## src/hdl/rpd_pkg.sv

```systemverilog
`default_nettype none
// ----------------------------------------------------------------------------
// Radio packet deframer package
// Shared constants, result codes and the command word passed from the
// classifier to the time-stamping back end.
// ----------------------------------------------------------------------------
package rpd_pkg;

  localparam int MAX_LEN       = 128;
  localparam int LEN_POS       = 12;
  localparam int PAYLOAD_START = 14;
  localparam int BACKLOG_MAX   = 64;

  localparam int QDEPTH  = 2;
  localparam int QPTR_W  = (QDEPTH > 1) ? $clog2(QDEPTH) : 1;
  localparam int QCNT_W  = $clog2(QDEPTH + 1);

  localparam logic [2:0] ST_IGNORE   = 3'd0;
  localparam logic [2:0] ST_BYTE     = 3'd1;
  localparam logic [2:0] ST_DONE     = 3'd2;
  localparam logic [2:0] ST_OVERFLOW = 3'd3;
  localparam logic [2:0] ST_BAD_LEN  = 3'd4;
  localparam logic [2:0] ST_TOO_LONG = 3'd5;

  localparam logic [1:0] REG_PREAMBLE = 2'd0;
  localparam logic [1:0] REG_BYTE     = 2'd1;
  localparam logic [1:0] REG_GUARD    = 2'd2;

  typedef struct packed {
    logic [2:0]        status;
    logic              sync_take;
    logic [7:0]        byte_out;
    logic [7:0]        byte_index;
    logic [7:0]        packet_length;
    logic signed [7:0] rssi;
    logic [31:0]       now_us;
    logic [6:0]        backlog;
  } cmd_t;

endpackage
`default_nettype wire

```

## src/hdl/rpd_if.sv

```systemverilog
`default_nettype none
// ----------------------------------------------------------------------------
// Radio packet deframer channels
// Input item channel and result channel, each with valid, ready and payload.
// ----------------------------------------------------------------------------
interface rpd_in_if;
  logic              valid;
  logic              ready;
  logic              req_type;
  logic [7:0]        rx_byte;
  logic [31:0]       now_us;
  logic [6:0]        backlog_bytes;
  logic              fifo_overflow;
  logic signed [7:0] signal_strength;

  modport source (output valid, req_type, rx_byte, now_us, backlog_bytes,
                  fifo_overflow, signal_strength, input ready);
  modport sink   (input valid, req_type, rx_byte, now_us, backlog_bytes,
                  fifo_overflow, signal_strength, output ready);
endinterface

interface rpd_out_if;
  logic              valid;
  logic              ready;
  logic [2:0]        status;
  logic [7:0]        byte_out;
  logic [7:0]        byte_index;
  logic [7:0]        packet_length;
  logic [31:0]       start_time_us;
  logic [31:0]       end_time_us;
  logic signed [7:0] rssi_out;

  modport source (output valid, status, byte_out, byte_index, packet_length,
                  start_time_us, end_time_us, rssi_out, input ready);
  modport sink   (input valid, status, byte_out, byte_index, packet_length,
                  start_time_us, end_time_us, rssi_out, output ready);
endinterface
`default_nettype wire

```

## src/hdl/rpd_front.sv

```systemverilog
`default_nettype none
// ----------------------------------------------------------------------------
// Radio packet deframer front end
// Tracks the framing state, classifies each item and issues a command word.
// ----------------------------------------------------------------------------
module rpd_front
  import rpd_pkg::*;
(
  input  wire logic clk,
  input  wire logic rst,
  rpd_in_if.sink    item,
  output logic      push_valid,
  output cmd_t      push_data,
  input  wire logic push_ready
);

  localparam logic [1:0] PH_WAIT    = 2'd0;
  localparam logic [1:0] PH_HEADER  = 2'd1;
  localparam logic [1:0] PH_PAYLOAD = 2'd2;
  localparam logic [8:0] LEN_UNKNOWN = 9'h1FF;

  logic [1:0] phase, phase_next;
  logic [7:0] bytes_received, bytes_received_next;
  logic [8:0] expected_length, expected_length_next;
  logic [7:0] first_length_copy, first_length_copy_next;

  logic       accept;
  logic [8:0] br_inc;
  logic [7:0] flc_new;
  logic [8:0] exp_eff;
  logic       len_ok;
  cmd_t       cmd;

  assign item.ready = push_ready;
  assign accept     = item.valid && push_ready;
  assign push_valid = item.valid;
  assign push_data  = cmd;

  always_comb begin
    phase_next             = phase;
    bytes_received_next    = bytes_received;
    expected_length_next   = expected_length;
    first_length_copy_next = first_length_copy;
    cmd                    = '0;
    cmd.status             = ST_IGNORE;
    cmd.now_us             = item.now_us;
    cmd.backlog            = item.backlog_bytes;
    br_inc  = {1'b0, bytes_received} + 9'd1;
    flc_new = (bytes_received == 8'(LEN_POS)) ? item.rx_byte : first_length_copy;
    exp_eff = expected_length;
    len_ok  = (flc_new == item.rx_byte) && (flc_new < 8'(MAX_LEN - 3)) &&
              (({1'b0, flc_new} + 9'd2) >= 9'(PAYLOAD_START));
    if (!item.req_type) begin
      if (phase == PH_WAIT) begin
        phase_next             = PH_WAIT;
        bytes_received_next    = '0;
        expected_length_next   = LEN_UNKNOWN;
        first_length_copy_next = '0;
        if (item.fifo_overflow || (item.backlog_bytes > 7'(BACKLOG_MAX))) begin
          cmd.status = ST_OVERFLOW;
        end else begin
          phase_next    = PH_HEADER;
          cmd.sync_take = 1'b1;
        end
      end
    end else if (phase != PH_WAIT) begin
      if (item.fifo_overflow || (br_inc > 9'(MAX_LEN))) begin
        cmd.status             = item.fifo_overflow ? ST_OVERFLOW : ST_TOO_LONG;
        phase_next             = PH_WAIT;
        bytes_received_next    = '0;
        expected_length_next   = LEN_UNKNOWN;
        first_length_copy_next = '0;
      end else begin
        cmd.status             = ST_BYTE;
        cmd.byte_out           = item.rx_byte;
        cmd.byte_index         = bytes_received;
        bytes_received_next    = br_inc[7:0];
        first_length_copy_next = flc_new;
        if ((phase == PH_HEADER) && ({1'b0, br_inc[7:0]} >= 9'(LEN_POS + 2))) begin
          phase_next = PH_PAYLOAD;
          if (len_ok) begin
            exp_eff              = {1'b0, flc_new} + 9'd2;
            expected_length_next = exp_eff;
          end else begin
            cmd                    = '0;
            cmd.status             = ST_BAD_LEN;
            phase_next             = PH_WAIT;
            bytes_received_next    = '0;
            expected_length_next   = LEN_UNKNOWN;
            first_length_copy_next = '0;
          end
        end
        if ((cmd.status == ST_BYTE) && (exp_eff != LEN_UNKNOWN) &&
            ({1'b0, br_inc[7:0]} >= exp_eff)) begin
          cmd.status             = ST_DONE;
          cmd.packet_length      = exp_eff[7:0];
          cmd.rssi               = item.signal_strength;
          phase_next             = PH_WAIT;
          bytes_received_next    = '0;
          expected_length_next   = LEN_UNKNOWN;
          first_length_copy_next = '0;
        end
      end
    end
  end

  always_ff @(posedge clk) begin
    if (rst) begin
      phase             <= PH_WAIT;
      bytes_received    <= '0;
      expected_length   <= LEN_UNKNOWN;
      first_length_copy <= '0;
    end else if (accept) begin
      phase             <= phase_next;
      bytes_received    <= bytes_received_next;
      expected_length   <= expected_length_next;
      first_length_copy <= first_length_copy_next;
    end
  end

  a_done_idle: assert property (@(posedge clk) disable iff (rst)
    accept && (cmd.status == ST_DONE) |=> (phase == PH_WAIT))
    else $error("front not idle after packet completion");

  a_len_phase: assert property (@(posedge clk) disable iff (rst)
    (expected_length != LEN_UNKNOWN) |-> (phase == PH_PAYLOAD))
    else $error("length known outside payload phase");

endmodule
`default_nettype wire

```

## src/hdl/rpd_queue.sv

```systemverilog
`default_nettype none
// ----------------------------------------------------------------------------
// Radio packet deframer command queue
// Short first-in first-out buffer between the front end and the back end.
// ----------------------------------------------------------------------------
module rpd_queue
  import rpd_pkg::*;
(
  input  wire logic clk,
  input  wire logic rst,
  input  wire logic push_valid,
  input  wire cmd_t push_data,
  output logic      push_ready,
  output logic      pop_valid,
  output cmd_t      pop_data,
  input  wire logic pop
);

  cmd_t              mem [QDEPTH];
  logic [QPTR_W-1:0] wr_ptr;
  logic [QPTR_W-1:0] rd_ptr;
  logic [QCNT_W-1:0] count;
  logic              do_push;
  logic              do_pop;

  assign push_ready = (count != QCNT_W'(QDEPTH));
  assign pop_valid  = (count != '0);
  assign pop_data   = mem[rd_ptr];
  assign do_push    = push_valid && push_ready;
  assign do_pop     = pop && pop_valid;

  always_ff @(posedge clk) begin
    if (do_push) begin
      mem[wr_ptr] <= push_data;
    end
  end

  always_ff @(posedge clk) begin
    if (rst) begin
      wr_ptr <= '0;
      rd_ptr <= '0;
      count  <= '0;
    end else begin
      if (do_push) begin
        wr_ptr <= (wr_ptr == QPTR_W'(QDEPTH - 1)) ? '0 : wr_ptr + QPTR_W'(1);
      end
      if (do_pop) begin
        rd_ptr <= (rd_ptr == QPTR_W'(QDEPTH - 1)) ? '0 : rd_ptr + QPTR_W'(1);
      end
      if (do_push && !do_pop) begin
        count <= count + QCNT_W'(1);
      end else if (do_pop && !do_push) begin
        count <= count - QCNT_W'(1);
      end
    end
  end

  a_count_bound: assert property (@(posedge clk) disable iff (rst)
    count <= QCNT_W'(QDEPTH))
    else $error("queue count beyond depth");

endmodule
`default_nettype wire

```

## src/hdl/rpd_back.sv

```systemverilog
`default_nettype none
// ----------------------------------------------------------------------------
// Radio packet deframer back end
// Holds the timing registers, multiplies byte counts by the byte time and
// forms the start time stamp on sync and both time stamps on completion.
// ----------------------------------------------------------------------------
module rpd_back
  import rpd_pkg::*;
(
  input  wire logic        clk,
  input  wire logic        rst,
  input  wire logic        cfg_wr_en,
  input  wire logic [1:0]  cfg_index,
  input  wire logic [15:0] cfg_data,
  input  wire logic        q_valid,
  input  wire cmd_t        q_data,
  output logic             q_pop,
  rpd_out_if.source        result
);

  logic [15:0] preamble_time_us;
  logic [15:0] byte_time_us;
  logic [15:0] guard_time_us;

  logic        a_valid;
  cmd_t        a_cmd;
  logic [23:0] a_prod;
  logic        adv_a;
  logic        adv_b;
  logic [7:0]  mul_op;

  logic [31:0] packet_start_time;
  logic [31:0] start_calc;
  logic [31:0] end_calc;

  logic              out_valid;
  logic [2:0]        out_status;
  logic [7:0]        out_byte;
  logic [7:0]        out_index;
  logic [7:0]        out_length;
  logic [31:0]       out_start;
  logic [31:0]       out_end;
  logic signed [7:0] out_rssi;

  always_ff @(posedge clk) begin
    if (rst) begin
      preamble_time_us <= '0;
      byte_time_us     <= '0;
      guard_time_us    <= '0;
    end else if (cfg_wr_en) begin
      case (cfg_index)
        REG_PREAMBLE: preamble_time_us <= cfg_data;
        REG_BYTE:     byte_time_us     <= cfg_data;
        REG_GUARD:    guard_time_us    <= cfg_data;
        default: ;
      endcase
    end
  end

  assign adv_b  = !out_valid || result.ready;
  assign adv_a  = !a_valid || adv_b;
  assign q_pop  = q_valid && adv_a;
  assign mul_op = q_data.sync_take ? {1'b0, q_data.backlog} : q_data.packet_length;

  always_ff @(posedge clk) begin
    if (adv_a) begin
      a_cmd  <= q_data;
      a_prod <= 24'(mul_op) * 24'(byte_time_us);
    end
  end

  assign start_calc = a_cmd.now_us - 32'(preamble_time_us) - 32'(a_prod);
  assign end_calc   = packet_start_time + 32'(preamble_time_us) + 32'(a_prod) +
                      32'(guard_time_us);

  always_ff @(posedge clk) begin
    if (rst) begin
      a_valid           <= 1'b0;
      out_valid         <= 1'b0;
      packet_start_time <= '0;
    end else begin
      if (adv_a) begin
        a_valid <= q_valid;
      end
      if (adv_b) begin
        out_valid <= a_valid;
        if (a_valid && a_cmd.sync_take) begin
          packet_start_time <= start_calc;
        end
      end
    end
  end

  always_ff @(posedge clk) begin
    if (adv_b) begin
      out_status <= a_cmd.status;
      out_byte   <= a_cmd.byte_out;
      out_index  <= a_cmd.byte_index;
      out_length <= a_cmd.packet_length;
      out_rssi   <= a_cmd.rssi;
      out_start  <= a_cmd.sync_take ? start_calc :
                    (a_cmd.status == ST_DONE) ? packet_start_time : '0;
      out_end    <= (a_cmd.status == ST_DONE) ? end_calc : '0;
    end
  end

  assign result.valid         = out_valid;
  assign result.status        = out_status;
  assign result.byte_out      = out_byte;
  assign result.byte_index    = out_index;
  assign result.packet_length = out_length;
  assign result.start_time_us = out_start;
  assign result.end_time_us   = out_end;
  assign result.rssi_out      = out_rssi;

  a_done_len: assert property (@(posedge clk) disable iff (rst)
    out_valid && (out_status == ST_DONE) |->
      (out_length >= 8'(PAYLOAD_START)) && (out_length < 8'(MAX_LEN)))
    else $error("completed packet length out of range");

endmodule
`default_nettype wire

```

## src/hdl/radio_packet_deframer.sv

```systemverilog
// Path: an input transfer passes through the command queue, the back end's
// stage A register and its output register. Throughput: one item per cycle
// unless the queue is full; the front end holds the framing state and the
// two-entry command queue lets it run ahead of a stalled result side.
// Reset: synchronous; the framer waits for sync with the length unknown, the
// queue and pipeline are empty and the timing registers are zero.
`default_nettype none
// ----------------------------------------------------------------------------
// Radio packet deframer
// Top level: front end classifier, command queue and time-stamping back end.
// ----------------------------------------------------------------------------
module radio_packet_deframer
  import rpd_pkg::*;
(
  input  wire logic        clk,
  input  wire logic        rst,
  input  wire logic        cfg_wr_en,
  input  wire logic [1:0]  cfg_index,
  input  wire logic [15:0] cfg_data,
  rpd_in_if.sink           item,
  rpd_out_if.source        result
);

  logic push_valid;
  cmd_t push_data;
  logic push_ready;
  logic q_valid;
  cmd_t q_data;
  logic q_pop;

  rpd_front u_front (
    .clk        (clk),
    .rst        (rst),
    .item       (item),
    .push_valid (push_valid),
    .push_data  (push_data),
    .push_ready (push_ready)
  );

  rpd_queue u_queue (
    .clk        (clk),
    .rst        (rst),
    .push_valid (push_valid),
    .push_data  (push_data),
    .push_ready (push_ready),
    .pop_valid  (q_valid),
    .pop_data   (q_data),
    .pop        (q_pop)
  );

  rpd_back u_back (
    .clk       (clk),
    .rst       (rst),
    .cfg_wr_en (cfg_wr_en),
    .cfg_index (cfg_index),
    .cfg_data  (cfg_data),
    .q_valid   (q_valid),
    .q_data    (q_data),
    .q_pop     (q_pop),
    .result    (result)
  );

endmodule
`default_nettype wire
```

## src/flat_wrapper.sv

```systemverilog
// flat-port wrapper written by rule: the top's interface ports become plain ports
module radio_packet_deframer_flat import rpd_pkg::*;
  (clk, rst, cfg_wr_en, cfg_index, cfg_data, item_valid, item_req_type, item_rx_byte, item_now_us, item_backlog_bytes, item_fifo_overflow, item_signal_strength, item_ready, result_valid, result_status, result_byte_out, result_byte_index, result_packet_length, result_start_time_us, result_end_time_us, result_rssi_out, result_ready);
  rpd_in_if item_i ();
  rpd_out_if result_i ();
  input  wire logic clk;
  input  wire logic rst;
  input  wire logic cfg_wr_en;
  input  wire logic [1:0] cfg_index;
  input  wire logic [15:0] cfg_data;
  input wire logic [$bits(item_i.valid)-1:0] item_valid;
  input wire logic [$bits(item_i.req_type)-1:0] item_req_type;
  input wire logic [$bits(item_i.rx_byte)-1:0] item_rx_byte;
  input wire logic [$bits(item_i.now_us)-1:0] item_now_us;
  input wire logic [$bits(item_i.backlog_bytes)-1:0] item_backlog_bytes;
  input wire logic [$bits(item_i.fifo_overflow)-1:0] item_fifo_overflow;
  input wire logic [$bits(item_i.signal_strength)-1:0] item_signal_strength;
  output wire logic [$bits(item_i.ready)-1:0] item_ready;
  output wire logic [$bits(result_i.valid)-1:0] result_valid;
  output wire logic [$bits(result_i.status)-1:0] result_status;
  output wire logic [$bits(result_i.byte_out)-1:0] result_byte_out;
  output wire logic [$bits(result_i.byte_index)-1:0] result_byte_index;
  output wire logic [$bits(result_i.packet_length)-1:0] result_packet_length;
  output wire logic [$bits(result_i.start_time_us)-1:0] result_start_time_us;
  output wire logic [$bits(result_i.end_time_us)-1:0] result_end_time_us;
  output wire logic [$bits(result_i.rssi_out)-1:0] result_rssi_out;
  input wire logic [$bits(result_i.ready)-1:0] result_ready;
  assign item_i.valid = item_valid;
  assign item_i.req_type = item_req_type;
  assign item_i.rx_byte = item_rx_byte;
  assign item_i.now_us = item_now_us;
  assign item_i.backlog_bytes = item_backlog_bytes;
  assign item_i.fifo_overflow = item_fifo_overflow;
  assign item_i.signal_strength = item_signal_strength;
  assign item_ready = item_i.ready;
  assign result_valid = result_i.valid;
  assign result_status = result_i.status;
  assign result_byte_out = result_i.byte_out;
  assign result_byte_index = result_i.byte_index;
  assign result_packet_length = result_i.packet_length;
  assign result_start_time_us = result_i.start_time_us;
  assign result_end_time_us = result_i.end_time_us;
  assign result_rssi_out = result_i.rssi_out;
  assign result_i.ready = result_ready;
  radio_packet_deframer u_core (.clk(clk), .rst(rst), .cfg_wr_en(cfg_wr_en), .cfg_index(cfg_index), .cfg_data(cfg_data), .item(item_i), .result(result_i));
endmodule
```

## config.mk

```make
export PLATFORM = sky130hd
export DESIGN_NAME = radio_packet_deframer_flat
export DESIGN_NICKNAME = d
export VERILOG_FILES = /design/src/hdl/rpd_pkg.sv /design/src/hdl/rpd_if.sv /design/src/hdl/rpd_front.sv /design/src/hdl/rpd_queue.sv /design/src/hdl/rpd_back.sv /design/src/hdl/radio_packet_deframer.sv /design/src/flat_wrapper.sv
export SDC_FILE = /design/constraint.sdc
export NUM_CORES = 1
export LEC_CHECK = 0
export BUFFER_PORTS_ARGS = -buffer_cell sky130_fd_sc_hd__clkbuf_2
export CELL_PAD_IN_SITES_DETAIL_PLACEMENT = 0
export CELL_PAD_IN_SITES_GLOBAL_PLACEMENT = 1
export CORE_AREA = 5 5 286 288
export DETAILED_ROUTE_END_ITERATION = 10
export DIE_AREA = 0 0 291 293
export PLACE_DENSITY = 0.57
export SLEW_MARGIN = 10
export SYNTH_ARGS = -nofsm -noshare
export SYNTH_HDL_FRONTEND = slang
export SYNTH_SLANG_ARGS = --single-unit
```

## constraint.sdc

```tcl
create_clock -name clk -period 7.5 [get_ports clk]
set_clock_uncertainty 0.15 [all_clocks]
set_input_delay 2.25 -clock clk [delete_from_list [all_inputs] [get_ports clk]]
set_output_delay 2.25 -clock clk [all_outputs]
set_load 0.1 [all_outputs]
```

* Word level (Yosys, flattened, before mapping) *
Memory sizes are Yosys's and may differ from the RTL's. A register that Yosys moved wholly into a read port is not among the register bits.
Index checks and enable logic that the tools add are counted.

word-level totals
  register bits = 304
  bits in writable memories = 150
  input port bits = 80
  output and inout port bits = 101
  logic and storage cells = 150
  memories = 1

memories
  memory              words  width  read ports  clocked after Yosys merged registers in  write ports  RTL line         text
  u_core.u_queue.mem  2      75     1           1                                        1            rpd_queue.sv:19  cmd_t mem [QDEPTH];

operators by class
  add/sub/neg operators = 11
  multiply operators = 1
  magnitude comparators = 6
  equality and inequality tests = 11
  mux-type cells = 61
  reduce and logical (&&, ||, !) cells = 31

operators by type and width
  operator               number
  $mux W75               6
  $mux W8                15
  $mux W9                12
  $mux W72               1
  $mux W71               1
  $add A32 B16 Y32       2
  $mux W32               2
  $add A32 B24 Y32       1
  $sub A32 B16 Y32       1
  $sub A32 B24 Y32       1
  $mul A8 B16 Y24        1
  $mux W2                10
  $mux W16               1
  $mux W3                4
  $logic_and A1 B1 Y1    11
  $add A8 B1 Y9 const B  1
  $add A8 B2 Y9 const B  1
  $ge A8 B9 Y1           1
  $ge A9 B4 Y1 const B   1
  $gt A9 B8 Y1 const B   1
  $ne A9 B9 Y1 const B   1
  $eq A8 B4 Y1 const B   1
  $eq A8 B8 Y1           1
  $ge A8 B4 Y1 const B   1
  other kinds (21)       43

* Depth between registers and ports, before layout *
  depth in word-level cells = 17
  depth in mapped cells = 26
  gate-level depth less buffers = 23

* Hierarchy *
Synthesis repeated with hierarchy kept, for this count alone.

second synthesis, totals
  cell total of the unflattened synthesis = 2349
  area total of the unflattened synthesis = 26322.7 um2

modules (own cells, without submodules)
  module     instances  cells each  area an instance (um2)  seq. area each (um2)
  rpd_back   1          1681        17644.4                 7377.1
  rpd_queue  1          257         5645.4                  4604.4
  rpd_front  1          411         3032.9                  540.5

* Worst setup path before layout *
OpenSTA, ideal clock, no wires.

  path type = input port to flip-flop
  start = input port item_rx_byte[1]
  end = register u_core.u_front.phase[1]
  library setup time = 0.137 ns
  data arrival time = 6.095 ns
  required time = 7.213 ns
  slack = 1.118 ns
  stages on the path = 20
  path buffers = 1
  cells stage by stage = mux2i_1 inv_1 ha_1 nand3_1 mux2i_1 nand3_1 a221o_1 o31ai_4 nor2_4 mux2_1 ha_1 nand2b_1 a21o_1 a21oi_1 o31a_1 o311a_1 a21oi_1 or2_1 clkbuf_2 o21ai_0

on the way
  longest elaborated chain between the ends = 16
  elaborated cells between the ends (all ways) = 30
  classes of those cells = 1 x add/sub; 3 x order compare; 4 x eq/ne; 17 x mux; 5 x reduce/logical

RTL lines
  item                                                    RTL line            text
  from (decl)                                             flat_wrapper.sv:13  input wire logic [$bits(item_i.rx_byte)-1:0] item_rx_byte;
  branches (longest 16 deep; another with $add A8 B2 Y9)  -
  to (signal assigned)                                    rpd_front.sv:114    phase <= phase_next;
  to (decl)                                               rpd_front.sv:22     logic [1:0] phase, phase_next;

Parallel ways; which one is timed is not known. The select of a mux whose other input is x is not followed.
A chain may end at the register's enable or synchronous reset.

==> metrics.cfg <==
[clock_tree]
clockBufferDepth = 3
cts_resized = 0
tritoncts = built
root_buffer = clkbuf_16
cts_setup_buffers = 0
htreeDepth = 2
cts.hold.buffers_added = 0
numCtsBuffers = 53
cts_sinks = 455
worstSkewPairLatency_ns = 0.61
clkSlewWorstSetupHoldPaths_ns = 0.06

[logic_synthesis]
synthesized_area_fraction_occupied_by_and_or_nand_nor_cells = 0.1388
ys_dominant_reg_cell = edfxtp_1
syn_area_per_cell_sq_um = 11.16
synthesis.instances = 2309
synthDominantAreaCellType = edfxtp_1
synth_edf_count = 341
post_synth_xor_area_fraction = 0.02685
yosys_register_bits = 455
post_synth_mux_area_share = 0.03909
postSynthNetCount = 2659
synthTopCellsByArea = edfxtp_1 (40%), fa_1 (10%), dfxtp_1 (8.9%)
ys_async_sr_fraction = 0
synth-warning-count = 0
synth-seq-area-share = 0.4859
post-synth-top-area-fraction = 0.3974
synth.cell_area_sq_um = 25770
synth_cell_types = 77
synth-adder-area-share = 0.1696
post_synthesis_compound_gate_area_fraction = 0.1008
synth_top_family_by_area = adder cells

[placed_design]
hpwl_mm = 50.02
buffers_on_ports = 180
finalWeightedCongestion = 0.8265

[power_and_ir_drop]
comb_pwr_share = 0.428
power.sequential.fraction = 0.339
ir_drop_mv = 0.3488
power.net_switching_mw = 4.818
cell_internal_pwr_mw = 6.216
power_density_nw_per_um2 = 373.2
static-leakage-power_nw = 11.93
power.share.switching = 0.4366
power_frac_clock = 0.234

[cells_and_area]
fillerInstances = 7773
utilization = 0.3761
nets = 2823
area_growth_syn_to_layout_pct = 14.74
proportion_of_layout_cells_with_a_drive_suffix_above_1 = 0.1549

[worst_setup_path]
worst_ep_required_time_ns = 7.69
critPathArrivalTime_ns = 6.76
worst_setup_path_start_kind = flop
timing.critical_path.cells = mux2i_1 > buf_4 > nand2_1 > o21ai_1 > nand2_1 > fa_1 > fa_1 > fa_1 > fa_1 > inv_1 > ha_1 > o21a_1 > o2111ai_1 > o21bai_1 > a31oi_1 > nor3b_1 > o31a_1 > a311oi_1 > xnor2_1
timing.critical_path.fanout_max = 30
crit_end = u_core.u_back.a_prod[23]$_DFFE_PN_
worst_r2r_endpoint = u_core.u_back.a_prod[23]$_DFFE_PN_
timing.critical_path.slowest_stage_cell = dfxtp_4
critical-path-max-stage-delay_ns = 0.63
reg2regPathDepth = 19
critPathMostFrequentCell = fa_1
cp-end-kind = flop
crit_type = reg2reg
r2r_setup_slack_ns = 0.93
cp_num_cells = 19
dominant_delay_contributor_by_cell_family_on_the_critical_path = adder cells
buf_inv_stages_crit_path = 2

[drt]
ant_nets = 0
wl_per_cell_um = 18.82
finalWirelength_mm = 67.18
drt_iter0_markers = 884
drc = 0
number_of_vias_in_the_routed_layout = 17360
route.detailed.vias_per_inst = 4.863
detail_route.first_pass.iterations = 5

[job]
cap_violations = 0

[sta]
slew-limit-headroom = 0.2295
grt_setup_unrepaired = false
worst-slew-pin-transition_ns = 1.156
final_min_period_over_clock_period = 0.8757
final-max-slew-violation-count = 0
final_hold_viol_count = 0
total_neg_setup_slack_ns = 0
max_freq_ghz = 0.1523
fin_crit_ns = 6.568
setup-violations-final = 0

[outcome]
run_status = finished, final reports clean

[die]
floorplan.io_pins = 181
fp.dieH_um = 293
floorplan.rows = 103
design.die.area_sq_um = 85260
dieWidth_um = 291
core_area_sq_um = 78610
starting_density_of_the_core = 0.3278

[grt]
grt_remaining_overflow = 0
grtUsageTotal = 0.1545
first_global_vias = 18010
initial_antenna_violation_count = 3
grt_pass1_wl_mm = 105.0
pin_count_of_the_biggest_net_entering_global_routing = 76

[hold_path]
holdPathStages = 0
worstHoldPathType = reg2reg

[Yosys cell counts, drive strengths merged (37+ instances only)]
library cell / instances
inv: 165
dfxtp: 114
edfxtp: 341
and2: 78
a21oi: 150
clkbuf: 75
xor2: 40
xnor2: 39
mux2: 69
nor2: 102
nand2: 320
nand3: 37
o21ai: 78
ha: 138
nor2b: 50
a21o: 38
fa: 132
[per-layer routing]
layer,vias to the layer above,part of all wire,global-route usage
met5,-,0,0
met4,0,0.024,0.04408
met1,8485,0.48,0.2147
met3,88,0.041,0.02502
li1,8444,-,-
met2,345,0.46,0.2521
[power by group through the flow]
stage | Sequential [mW] | Clock [mW] | Combinational [mW]
3_5_place_dp | 3.80 | 0 | 4.74
6_report | 3.74 | 2.58 | 4.72
2_1_floorplan | 5.09 | 0 | 2.27
5_1_grt | 3.80 | 2.75 | 5.13
4_1_cts | 3.75 | 2.67 | 4.77
3_3_place_gp | 3.78 | 0 | 4.74
[registers in the layout, indices dropped and copies added, names as in the netlist, 9 cells and up, named ones only]
register and count:
u_core.u_back.a_cmd 68, u_core.u_back.a_prod 24, u_core.u_back.byte_time_us 16, u_core.u_back.guard_time_us 16, u_core.u_back.packet_start_time 32, u_core.u_back.preamble_time_us 16, u_core.u_back.result.end_time_us 32, u_core.u_back.result.start_time_us 32
u_core.u_front.expected_length 9, u_core.u_queue.mem 150
[worst min path at each step]
stage                                      start                                           end  slack, ns
2_1_floorplan  u_core.u_back.a_cmd[55]$_DFFE_PN_  u_core.u_back.result.byte_index[0]$_DFFE_PP_       0.25
3_3_place_gp   u_core.u_back.a_cmd[43]$_DFFE_PN_    u_core.u_back.result.rssi_out[4]$_DFFE_PP_       0.25
3_5_place_dp   u_core.u_back.a_cmd[64]$_DFFE_PN_    u_core.u_back.result.byte_out[1]$_DFFE_PP_       0.26
4_1_cts        u_core.u_back.a_cmd[64]$_DFFE_PN_    u_core.u_back.result.byte_out[1]$_DFFE_PP_       0.27
5_1_grt        u_core.u_back.a_cmd[58]$_DFFE_PN_  u_core.u_back.result.byte_index[3]$_DFFE_PP_       0.27
6_report       u_core.u_back.a_cmd[64]$_DFFE_PN_    u_core.u_back.result.byte_out[1]$_DFFE_PP_       0.27
[through the flow]
step           hold slack (ns)  cell area (sq um)  worst slack [ns]  total power [mW]  cells
3_5_place_dp            0.2552              27830            0.6243             8.542   3468
3_3_place_gp            0.2531              27830            0.6230             8.528   3468
6_report                0.2666              29570            0.9319             11.03   3570
5_1_grt                 0.2726              29570            0.4497             11.69   3570
2_1_floorplan           0.2503              25770             1.118             7.354   2309
4_1_cts                 0.2694              29560            0.8753             11.19   3567
[cell usage in the layout, fill, tap and decap left out, drive strengths merged, types with 6 or more instances in the layout]
cell type / Yosys / final
nand2b: 12 / 12
inv: 165 / 173
clkbuf: 75 / 240
or3: 15 / 15
nand3: 37 / 37
dfxtp: 114 / 114
o21ai: 78 / 78
or4: 6 / 6
xor2: 40 / 40
clkinv: 1 / 19
o211ai: 14 / 14
a211oi: 13 / 13
o22a: 8 / 8
a21oi: 150 / 150
o31ai: 7 / 7
clkinvlp: 0 / 7
and2: 78 / 78
a32o: 8 / 8
fa: 132 / 132
o21a: 21 / 21
and3: 32 / 32
mux2i: 23 / 23
nor3: 34 / 34
a21o: 38 / 38
nor2: 102 / 102
o22ai: 9 / 9
buf: 21 / 26
ha: 138 / 138
a31oi: 6 / 6
a31o: 6 / 6
nor2b: 50 / 50
xnor2: 39 / 39
mux2: 69 / 69
or2: 10 / 10
nand4: 19 / 19
edfxtp: 341 / 341
nand2: 320 / 320
[kinds of logic after synthesis]
group | count (synthesis)
compound gates | 408
xor+xnor | 79
fa+ha+maj | 270
buf+inv | 262
flops | 455
mux | 92
simple gates | 743
[area by class of cell]
type,instances,area (sq um),area share
Antenna cell,3,7.507,0.0002539
Clock buffer,61,1366,0.04621
Clock inverter,38,366.6,0.01240
Inverter,166,625.6,0.02116
Multi-Input combinational cell,1592,12270,0.4150
Sequential cell,455,12530,0.4236
Tap cell,1050,1314,0.04443
Timing Repair Buffer,205,1091,0.03690
Power figures use the tool's default switching activity.
